==> src/sv/epd_pkg.sv <==
`default_nettype none
package epd_pkg;

  localparam int unsigned DriveMaxDefault = 400;
  localparam int unsigned MagW = 16;
  localparam int unsigned AddrW = 4;

  localparam logic [1:0] FUNC_EDGE_A = 2'd0;
  localparam logic [1:0] FUNC_EDGE_B = 2'd1;
  localparam logic [1:0] FUNC_TICK   = 2'd2;
  localparam logic [1:0] FUNC_CLEAR  = 2'd3;

  localparam logic [1:0] REG_KP   = 2'd0;
  localparam logic [1:0] REG_KD   = 2'd1;
  localparam logic [1:0] REG_BAND = 2'd2;

  typedef struct packed {
    logic               tick;
    logic               settled;
    logic [31:0]        position;
    logic signed [31:0] err;
    logic signed [31:0] dlt;
  } epd_track_t;

  typedef struct packed {
    logic               tick;
    logic               settled;
    logic [31:0]        position;
    logic signed [63:0] sum;
  } epd_sum_t;

endpackage
`default_nettype wire

==> src/sv/epd_drive.sv <==
`default_nettype none
module epd_drive
  import epd_pkg::*;
#(
  parameter int unsigned DRIVE_MAX = DriveMaxDefault
) (
  input  wire logic        clk,
  input  wire logic        rst_n,
  input  wire logic        load,
  input  wire epd_sum_t    sm,
  output logic [31:0]      position_r,
  output logic [8:0]       drive_hold_r,
  output logic             dir_hold_r,
  output logic             brake_hold_r,
  output logic             settled_r
);

  localparam logic signed [47:0] DMax    = 48'(DRIVE_MAX);
  localparam logic signed [47:0] DMaxNeg = -DMax;
  localparam logic [MagW-1:0]    DMaxMag = MagW'(DRIVE_MAX);

  logic signed [63:0] biased;
  logic signed [47:0] drive;
  logic [MagW-1:0]    dlo, mag;
  logic               neg;

  // truncate toward zero
  assign biased = sm.sum + (sm.sum[63] ? 64'sd65535 : 64'sd0);
  assign drive  = biased[63:16];
  assign neg    = drive[47];
  assign dlo    = drive[MagW-1:0];

  always_comb begin
    if (drive >= DMax || drive <= DMaxNeg) begin
      mag = DMaxMag;
    end else if (neg) begin
      mag = ~dlo + MagW'(1);
    end else begin
      mag = dlo;
    end
  end

  always_ff @(posedge clk) begin
    if (!rst_n) begin
      drive_hold_r <= '0;
      dir_hold_r   <= 1'b0;
      brake_hold_r <= 1'b1;
    end else if (load && sm.tick) begin
      if (sm.settled) begin
        brake_hold_r <= 1'b1;
      end else begin
        drive_hold_r <= mag[8:0];
        dir_hold_r   <= neg;
        brake_hold_r <= 1'b0;
      end
    end
  end

  always_ff @(posedge clk) begin
    if (load) begin
      position_r <= sm.position;
      settled_r  <= sm.settled;
    end
  end

endmodule
`default_nettype wire

==> config.mk <==
export PLATFORM = sky130hd
export DESIGN_NAME = epd_drive
export DESIGN_NICKNAME = d
export VERILOG_FILES = /design/src/sv/epd_pkg.sv /design/src/sv/epd_drive.sv
export SDC_FILE = /design/constraint.sdc
export NUM_CORES = 1
export LEC_CHECK = 0
export BUFFER_PORTS_ARGS = -buffer_cell sky130_fd_sc_hd__buf_2
export CAP_MARGIN = 20
export CORE_MARGIN = 5
export CORE_UTILIZATION = 45
export DETAILED_ROUTE_END_ITERATION = 8
export PLACE_DENSITY = 0.83
export SYNTH_ARGS = -nofsm -noshare
export SYNTH_HDL_FRONTEND = slang
export SYNTH_SLANG_ARGS = --single-unit
==> constraint.sdc <==
create_clock -name clk -period 8.7 [get_ports clk]
set_clock_uncertainty 0.15 [all_clocks]
set_input_delay 0.87 -clock clk [delete_from_list [all_inputs] [get_ports clk]]
set_output_delay 0.87 -clock clk [all_outputs]
set_load 0.05 [all_outputs]
==> metrics.csv <==
metric,value,unit
clock power share,0.259,
Achievable Freq,204.0,MHz
biggest area consumer among synthesized cells,edfxtp_1,
setup slack after layout,3.798,ns
kind of start point of the critical path,input port,
Via density,6.240,
Final HPWL DP,10020,um
Hold Buf Count CTS,0,
worst slack at placement,3.564,ns
DIE HEIGHT,100.1,um
final setup TNS,0,ns
Layout Nets,680,
post-synth top area share,0.2715,
Tcrit/Tclk final,0.5634,
status,"finished, final reports clean",
"Seq/Total Area, Yosys",0.3318,
Vias,4156,
R2R Setup Slk,7.82,ns
drt total wl,12070,um
CP arrival,4.93,ns
CTS Buffer Depth,2,
Starting DRT DRC Count,319,
# setup viols final,0,
"Max FO, Critical Path",22,
post-synthesis simple-gate area fraction,0.2976,
CTS tree,built,
FILL cells,707,
largest net degree at the start of global routing,36,
Ys Warns,0,
largest family of logic cells by synthesized area,simple AND/OR/NAND/NOR gates,
RD Place Congestion,1.018,
Post-synth ARST share,0,
# rows,32,
final total power,0.5781,mW
Synth Area in Compound Gates,0.2081,
grt ovf,0,
vias in the first global route,3811,
die width,100.1,um
"EDFF count, synth",33,
Post-Syn Area,3650,um^2
GRT Total Usage,0.2330,
most common cell in the netlist,nand2_1,
Avg WL per Cell,18.12,um
CP endpoint kind,flip-flop,
Slew headroom,0.3549,
CTS Buf Count,5,
Comb pwr share,0.319,
Post-Synthesis Cells,422,
Syn Area/Cell,8.649,um^2
first-pass GRT wire length,18960,um
WS Path Type,in2reg,
Routed Antenna Nets,0,
Yosys cell types,67,
Synth area leaders,"edfxtp_1, dfxtp_1, ha_1",
Final Hold Fails,0,
Final Slew Violations,0,
Cell Pwr Density,126.8,nW/um^2
Area Overhead vs Synth,24.92,%
Int Power,0.3826,mW
crit path to,drive_hold_r[8]$_SDFFE_PN0P_,
First-pass DRT Iterations,5,
synthesis-stage register bit count,44,
Sw Pwr,0.1955,mW
fraction of layout cells with a size suffix above 1,0.2996,
Hold Path Class,reg2reg,
post-synthesis xor/xnor area fraction,0.08159,
"Net Count, Synth",539,
Slew @ Worst Pin,0.9676,ns
Reg2Reg Depth,2,
CTS clock-pin slew for the worst setup and hold paths,0.08,ns
I/O pins,145,
H-Tree Depth,2,
max_cap viols,0,
"Top FF cell, synth",edfxtp_1,
Die Area,10010,um^2
mux share of post-synthesis cell area,0.003085,
Static Leak,1.826,nW
Resized Gates After CTS,0,
worst reg2reg endpoint,drive_hold_r[8]$_SDFFE_PN0P_,
drc violations,0,
clock latency on the worst-skew pair,0.29,ns
number of port buffers,144,
WP data required,8.73,ns
Post-synth top cells,"nand2_1, edfxtp_1, a21oi_1, nand3_1",
Diodes inserted,0,
switching share of power,0.3382,
postcts setup bufs,0,
Worst Setup SP,sm[63],
r2r startpoint,drive_hold_r[8]$_SDFFE_PN0P_,
Util after Layout,0.5840,
final critical-path required period,4.902,ns
hold path startpoint,drive_hold_r[0]$_SDFFE_PN0P_,
synthesized-area fraction occupied by adder cells,0.05485,
core area,7807,um^2
Max VDD drop,0.00006822,V
clock tree sinks,44,
RSZ-0062 raised after global routing,no,
CTS root buffer,clkbuf_8,
Flop pwr share,0.422,
initial antenna violation count,0,
initial core utilization,0.4675,
## worst min-delay path by stage
stage                                         endpoint  slack [ns]  depth (start not counted)
after floorplan           drive_hold_r[1]$_SDFFE_PN0P_        0.52                          2
after global placement    drive_hold_r[3]$_SDFFE_PN0P_        0.29                          2
after detailed placement  drive_hold_r[0]$_SDFFE_PN0P_        0.29                          2
after CTS                 drive_hold_r[0]$_SDFFE_PN0P_        0.31                          2
after global routing      drive_hold_r[0]$_SDFFE_PN0P_        0.34                          2
final                     drive_hold_r[0]$_SDFFE_PN0P_        0.30                          2
## logic make-up (layout without fill, tap and decap cells)
logic type / count (synthesis) / count (layout)
buf+inv: 19 / 161
fa+ha+maj: 16 / 16
compound gates: 110 / 110
xor+xnor: 34 / 34
mux: 1 / 1
flops: 44 / 44
simple gates: 198 / 198
## final cells by class
class	instances	area, um^2	share of cell area
multi-input combinational	359	2355	0.5165
tap	102	127.6	0.02799
timing repair buffer	144	720.7	0.1581
inverter	9	33.78	0.007409
clock inverter	3	42.54	0.009330
clock buffer	5	68.82	0.01509
sequential	44	1211	0.2656
## layout by cell type (no fill, tap or decap), types with 5 or more instances in the layout
cell and count:
a31oi_1 6, a211oi_1 7, clkbuf_8 5, a21oi_1 29
or2_2 5, nor2_1 25, and2_1 7, nand2_1 37
inv_1 9, edfxtp_1 33, buf_2 144, o21ai_0 14
and3_1 18, ha_1 16, dfxtp_1 11, nor4_1 11
xor2_1 16, nand4_1 25, nand3_1 28, and4_1 6
o31ai_1 7, nor3_1 18, xnor2_1 18
## metal layers
metal	vias up	share of wire	global-route usage
met5	-	0	0
met3	45	0.10	0.03405
met1	1892	0.41	0.3111
met4	0	0.032	0.09326
met2	272	0.46	0.3797
li1	1947	-	-
## state kept, by name, indices dropped and copies added (netlist names)
register and flops:
settled_r 1, position_r 32, dir_hold_r 1, brake_hold_r 1, drive_hold_r 9
## per-stage QoR
step / area (um^2) / std cells / hold slack, ns
2_1_floorplan: 3650 / 422 / 0.5197
3_3_place_gp: 4448 / 658 / 0.2861
3_5_place_dp: 4448 / 658 / 0.2896
4_1_cts: 4559 / 666 / 0.3081
5_1_grt: 4559 / 666 / 0.3353
6_report: 4559 / 666 / 0.3022
## power groups by stage
stage               Clock, mW  Sequential (mW)  Combinational [mW]
floorplan                   0            0.297              0.0653
global placement            0            0.249               0.179
detailed placement          0            0.249               0.182
CTS                     0.155            0.244               0.183
global route            0.166            0.246               0.198
finish                  0.150            0.244               0.184
## worst max-delay path, cell delays in order
cell and delay [ns]:
buf_2 0.36, ha_1 0.37, a211oi_1 0.32, nor2_1 0.12, a221oi_1 0.47, nand2_1 0.28, o21bai_1 0.26, ha_1 0.23
nor2b_1 0.14, a22o_1 0.24, nor4_1 0.28, a21oi_1 0.09, nor3_1 0.20, a31oi_1 0.30, o31a_1 0.39
No activity file was read; power rests on OpenSTA's default activity.
