**config.mk**
```make
export PLATFORM = sky130hd
export DESIGN_NAME = epd_track
export DESIGN_NICKNAME = d
export VERILOG_FILES = /design/src/sv/epd_pkg.sv /design/src/sv/epd_track.sv
export SDC_FILE = /design/constraint.sdc
export NUM_CORES = 1
export LEC_CHECK = 0
export ABC_CLOCK_PERIOD_IN_PS = 6400
export BUFFER_PORTS_ARGS = -buffer_cell sky130_fd_sc_hd__buf_2
export CAP_MARGIN = 15
export CORE_ASPECT_RATIO = 2
export CORE_MARGIN = 5
export CORE_UTILIZATION = 40
export DETAILED_ROUTE_END_ITERATION = 8
export SLEW_MARGIN = 20
export SYNTH_ARGS = -nofsm -noshare
export SYNTH_HDL_FRONTEND = slang
export SYNTH_SLANG_ARGS = --single-unit
export TNS_END_PERCENT = 1
```
**constraint.sdc**
```tcl
create_clock -name clk -period 6.4 [get_ports clk]
set_input_delay 0.96 -clock clk [delete_from_list [all_inputs] [get_ports clk]]
set_output_delay 0.96 -clock clk [all_outputs]
set_load 0.01 [all_outputs]
```
**src/sv/epd_pkg.sv**
```systemverilog
`default_nettype none
package epd_pkg;

  localparam int unsigned DriveMaxDefault = 400;
  localparam int unsigned MagW = 16;
  localparam int unsigned AddrW = 4;

  localparam logic [1:0] FUNC_EDGE_A = 2'd0;
  localparam logic [1:0] FUNC_EDGE_B = 2'd1;
  localparam logic [1:0] FUNC_TICK   = 2'd2;
  localparam logic [1:0] FUNC_CLEAR  = 2'd3;

  localparam logic [1:0] REG_KP   = 2'd0;
  localparam logic [1:0] REG_KD   = 2'd1;
  localparam logic [1:0] REG_BAND = 2'd2;

  typedef struct packed {
    logic               tick;
    logic               settled;
    logic [31:0]        position;
    logic signed [31:0] err;
    logic signed [31:0] dlt;
  } epd_track_t;

  typedef struct packed {
    logic               tick;
    logic               settled;
    logic [31:0]        position;
    logic signed [63:0] sum;
  } epd_sum_t;

endpackage
`default_nettype wire

```
**src/sv/epd_track.sv**
```systemverilog
`default_nettype none
module epd_track
  import epd_pkg::*;
(
  input  wire logic              clk,
  input  wire logic              rst_n,
  input  wire logic              load,
  input  wire logic [1:0]        func,
  input  wire logic              enc_a,
  input  wire logic              enc_b,
  input  wire logic signed [15:0] target_position,
  input  wire logic              start_move,
  input  wire logic [15:0]       band,
  output epd_track_t             trk_r
);

  logic [31:0]        count_r, count_nxt;
  logic [31:0]        prev_r;
  logic [31:0]        prev_eff;
  logic signed [32:0] err, dlt, err_mag;
  logic               settled;
  epd_track_t         trk_nxt;

  function automatic logic signed [31:0] clamp31(logic signed [32:0] v);
    logic signed [31:0] r;
    if (v[32] != v[31]) begin
      r = v[32] ? 32'sh8000_0001 : 32'sh7FFF_FFFF;
    end else if (v[31:0] == 32'h8000_0000) begin
      r = 32'sh8000_0001;
    end else begin
      r = v[31:0];
    end
    return r;
  endfunction

  assign prev_eff = start_move ? count_r : prev_r;
  assign err      = $signed({{17{target_position[15]}}, target_position})
                  - $signed({count_r[31], count_r});
  assign dlt      = $signed({count_r[31], count_r}) - $signed({prev_eff[31], prev_eff});
  assign err_mag  = err[32] ? -err : err;
  assign settled  = (err_mag <= $signed({17'b0, band}));

  always_comb begin
    case (func)
      FUNC_EDGE_A: count_nxt = (enc_a == enc_b) ? count_r - 32'd1 : count_r + 32'd1;
      FUNC_EDGE_B: count_nxt = (enc_a == enc_b) ? count_r + 32'd1 : count_r - 32'd1;
      FUNC_CLEAR:  count_nxt = '0;
      default:     count_nxt = count_r;
    endcase
  end

  always_comb begin
    trk_nxt.tick     = (func == FUNC_TICK);
    trk_nxt.settled  = (func == FUNC_TICK) && settled;
    trk_nxt.position = count_nxt;
    trk_nxt.err      = clamp31(err);
    trk_nxt.dlt      = clamp31(dlt);
  end

  always_ff @(posedge clk) begin
    if (!rst_n) begin
      count_r <= '0;
      prev_r  <= '0;
    end else if (load) begin
      count_r <= count_nxt;
      if (func == FUNC_TICK) begin
        prev_r <= count_r;
      end
    end
  end

  always_ff @(posedge clk) begin
    if (load) begin
      trk_r <= trk_nxt;
    end
  end

endmodule
`default_nettype wire

```
==> flow_summary.json <==
{
  "status": "complete, no violations",
  "synth_simple_gate_area_share": 0.184,
  "via_count": 11377,
  "finalCriticalPeriod_ps": 5590,
  "fmaxAchievable_ghz": 0.179,
  "fin_skew_ps": 8.62,
  "crit_buf_inv": 5,
  "synth-compound-area-share": 0.251,
  "clockBufferDepth": 2,
  "ant_nets": 0,
  "postCtsSetupBuffers": 0,
  "die_w_microns": 136,
  "clock-root-buffer": "clkbuf_16",
  "ys_seq_area_frac": 0.331,
  "worst_pin_slew_ps": 949,
  "synthTopCellsByArea": "edfxtp_1 23%, dfxtp_1 10%, ha_1 8.1%",
  "layout.nets": 1719,
  "cap_violations": 0,
  "syn_area_sq_um": 12800,
  "cp-start-kind": "primary input",
  "avgRoutedWirePerCell_microns": 18.9,
  "drive_gt1_frac": 0.151,
  "numCtsBuffers": 17,
  "crit_family": "compound AO/OA/AOI/OAI gates",
  "synth-seq-cells": 162,
  "worst_slew_margin_rel": 0.366,
  "fin_crit_sh": 0.874,
  "die-area_sq_um": 35800,
  "antenna_found_initial": 0,
  "drc": 0,
  "cts_tree": "done",
  "synth_xor_area_frac": 0.0433,
  "dr.pass1.iters": 7,
  "grt_pass1_wl_mm": 59.8,
  "netlist_instances": 1484,
  "grt_pass1_vias": 11372,
  "critPathKind": "primary input to flop",
  "yosysTopAreaCellShare": 0.231,
  "synth_cell_type_count": 97,
  "gp_congestion": 0.948,
  "cts_resized": 0,
  "drt_iter0_markers": 403,
  "power_mw": 4.00,
  "rows": 92,
  "synth-edff-count": 98,
  "ys_warn_count": 0,
  "powerDensity_nw_per_um2": 275,
  "insertion_delay_ps": 460,
  "syn_nets": 1609,
  "endpoint_kind": "flop",
  "p_leak_nw": 6.13,
  "synth_top_family_by_area": "compound AO/OA/AOI/OAI gates",
  "grt_max_degree": 65,
  "path_clk_slew_ps": 70,
  "io_buffers": 137,
  "cts_hold_buffers": 0,
  "async_flop_share": 0,
  "dominantRegCellSynth": "edfxtp_1",
  "gr-total-overflow": 0,
  "synthMuxAreaShare": 0.0284,
  "synth_top_area_cell": "edfxtp_1",
  "fp.dieH_microns": 263,
  "io_pins": 138,
  "synthAdderAreaFrac": 0.112,
  "clock-sinks": 162,
  "required_ps": 6740,
  "hpwl_mm": 30.2,
  "start_util": 0.404,
  "timing.critical_path.mode_cell": "o21a_1",
  "viasPerCell": 5.60,
  "crit_fanout": 3,
  "drt_wl_total_mm": 38.3,
  "setup_violations": 0,
  "crit_arrival_ps": 5930,
  "syn_avg_cell_area_sq_um": 8.59,
  "rsz0062_at_grt": "no",
  "hold_viol": 0,
  "hold_path.class": "flop to flop",
  "slew_violations": 0,
  "final.setup.worst_slack_ps": 806,
  "area_growth_pct": 13.9,
  "antenna_cells": 0,
  "grtUsageTotal": 0.213,
  "critPathMaxStageDelay_ps": 410,
  "peakVddDrop_mv": 0.181,
  "htreeDepth": 4,
  "cp_slowest_cell": "fa_1",
  "dp_slack_ps": 330,
  "core-area_sq_um": 31500,
  "fin_setup_tns_ps": 0
}
[flip-flops by register name (all words and copies together) (netlist names)]
signal   count
prev_r      32
count_r     32
trk_r       98
[per-layer routing]
metal	global-route usage	vias to the layer above	wire, microns
li1	-	5698	-
met1	0.204	5341	13800
met2	0.424	257	21700
met3	0.0293	81	1180
met4	0.109	0	1720
met5	0	-	0
[worst paths after layout]
check | to | start | slack (ps) | depth (start not counted)
hold reg to reg | prev_r[5] | prev_r[5] | 470 | 2
setup / recovery | trk_r[96] | target_position[0] | 810 | 29
hold / removal | prev_r[5] | prev_r[5] | 470 | 2
setup reg to reg | trk_r[96] | count_r[2] | 840 | 26
[report_power, final]
part | total (mW) | internal (mW) | switching [mW]
logic | 1.53 | 0.609 | 0.922
clock network | 1.11 | 0.658 | 0.456
registers | 1.35 | 1.29 | 0.0603
total | 4.00 | 2.56 | 1.44
[through the flow]
| stage | area, sq um | util | hold slack [ps] | cells |
|---|---|---|---|---|
| floorplan | 12800 | - | 441 | 1484 |
| global placement | 13900 | 0.441 | 451 | 1998 |
| detailed placement | 13900 | 0.441 | 460 | 1998 |
| CTS | 14500 | 0.461 | 470 | 2030 |
| global route | 14500 | 0.461 | 493 | 2030 |
| finish | 14500 | 0.461 | 467 | 2030 |
[tightest hold or removal path, delay by kind of cell (launching register included)]
| kind | cells | cell delay, ps |
|---|---|---|
| simple gates | 1 | 50 |
| compound gates | 1 | 60 |
| flops | 1 | 310 |
[area by class of cell]
cell class | count | area [sq um]
Clock inverter | 14 | 199
Timing Repair Buffer | 166 | 918
Tap cell | 423 | 529
Multi-Input combinational cell | 1162 | 7910
Inverter | 85 | 319
Sequential cell | 162 | 4220
Clock buffer | 18 | 429
Fill cell | 3188 | 17000
[kinds of logic after synthesis]
| kind of cell | Yosys count |
|---|---|
| flops | 162 |
| simple gates | 487 |
| buf+inv | 160 |
| compound gates | 459 |
| mux | 36 |
| xor+xnor | 60 |
| fa+ha+maj | 120 |
[cell usage after synthesis (4+ instances only)]
master	instances
a211o_1	7
a211oi_1	6
a21boi_0	37
a21o_1	36
a21oi_1	94
a22o_1	6
a311oi_1	4
a31oi_1	14
and3_1	12
and4_1	6
buf_2	6
buf_6	4
clkbuf_1	62
dfxtp_1	64
edfxtp_1	98
ha_1	83
inv_1	84
maj3_1	35
mux2i_1	34
nand2_1	174
nand2b_1	9
nand3_1	37
nand4_1	21
nor2_1	117
nor2b_1	15
nor3_1	31
nor3b_1	7
nor4_1	13
o2111ai_1	7
o211a_1	33
o211ai_1	11
o21a_1	22
o21ai_0	83
o21ai_1	21
o21bai_1	14
o22ai_1	4
o31a_1	4
o31ai_1	11
o41ai_1	5
or2_2	9
or3_1	6
or4_1	8
xnor2_1	40
xor2_1	18
[cell usage in the layout, fill, tap and decap left out, types with 35 or more instances in the layout]
| cell type | n |
|---|---|
| a21boi_0 | 37 |
| a21o_1 | 36 |
| a21oi_1 | 94 |
| buf_2 | 136 |
| dfxtp_1 | 64 |
| edfxtp_1 | 98 |
| ha_1 | 83 |
| inv_1 | 84 |
| maj3_1 | 35 |
| nand2_1 | 173 |
| nand3_1 | 37 |
| nor2_1 | 117 |
| o21ai_0 | 83 |
| xnor2_1 | 39 |
No activity file was read; power rests on OpenSTA's default activity.
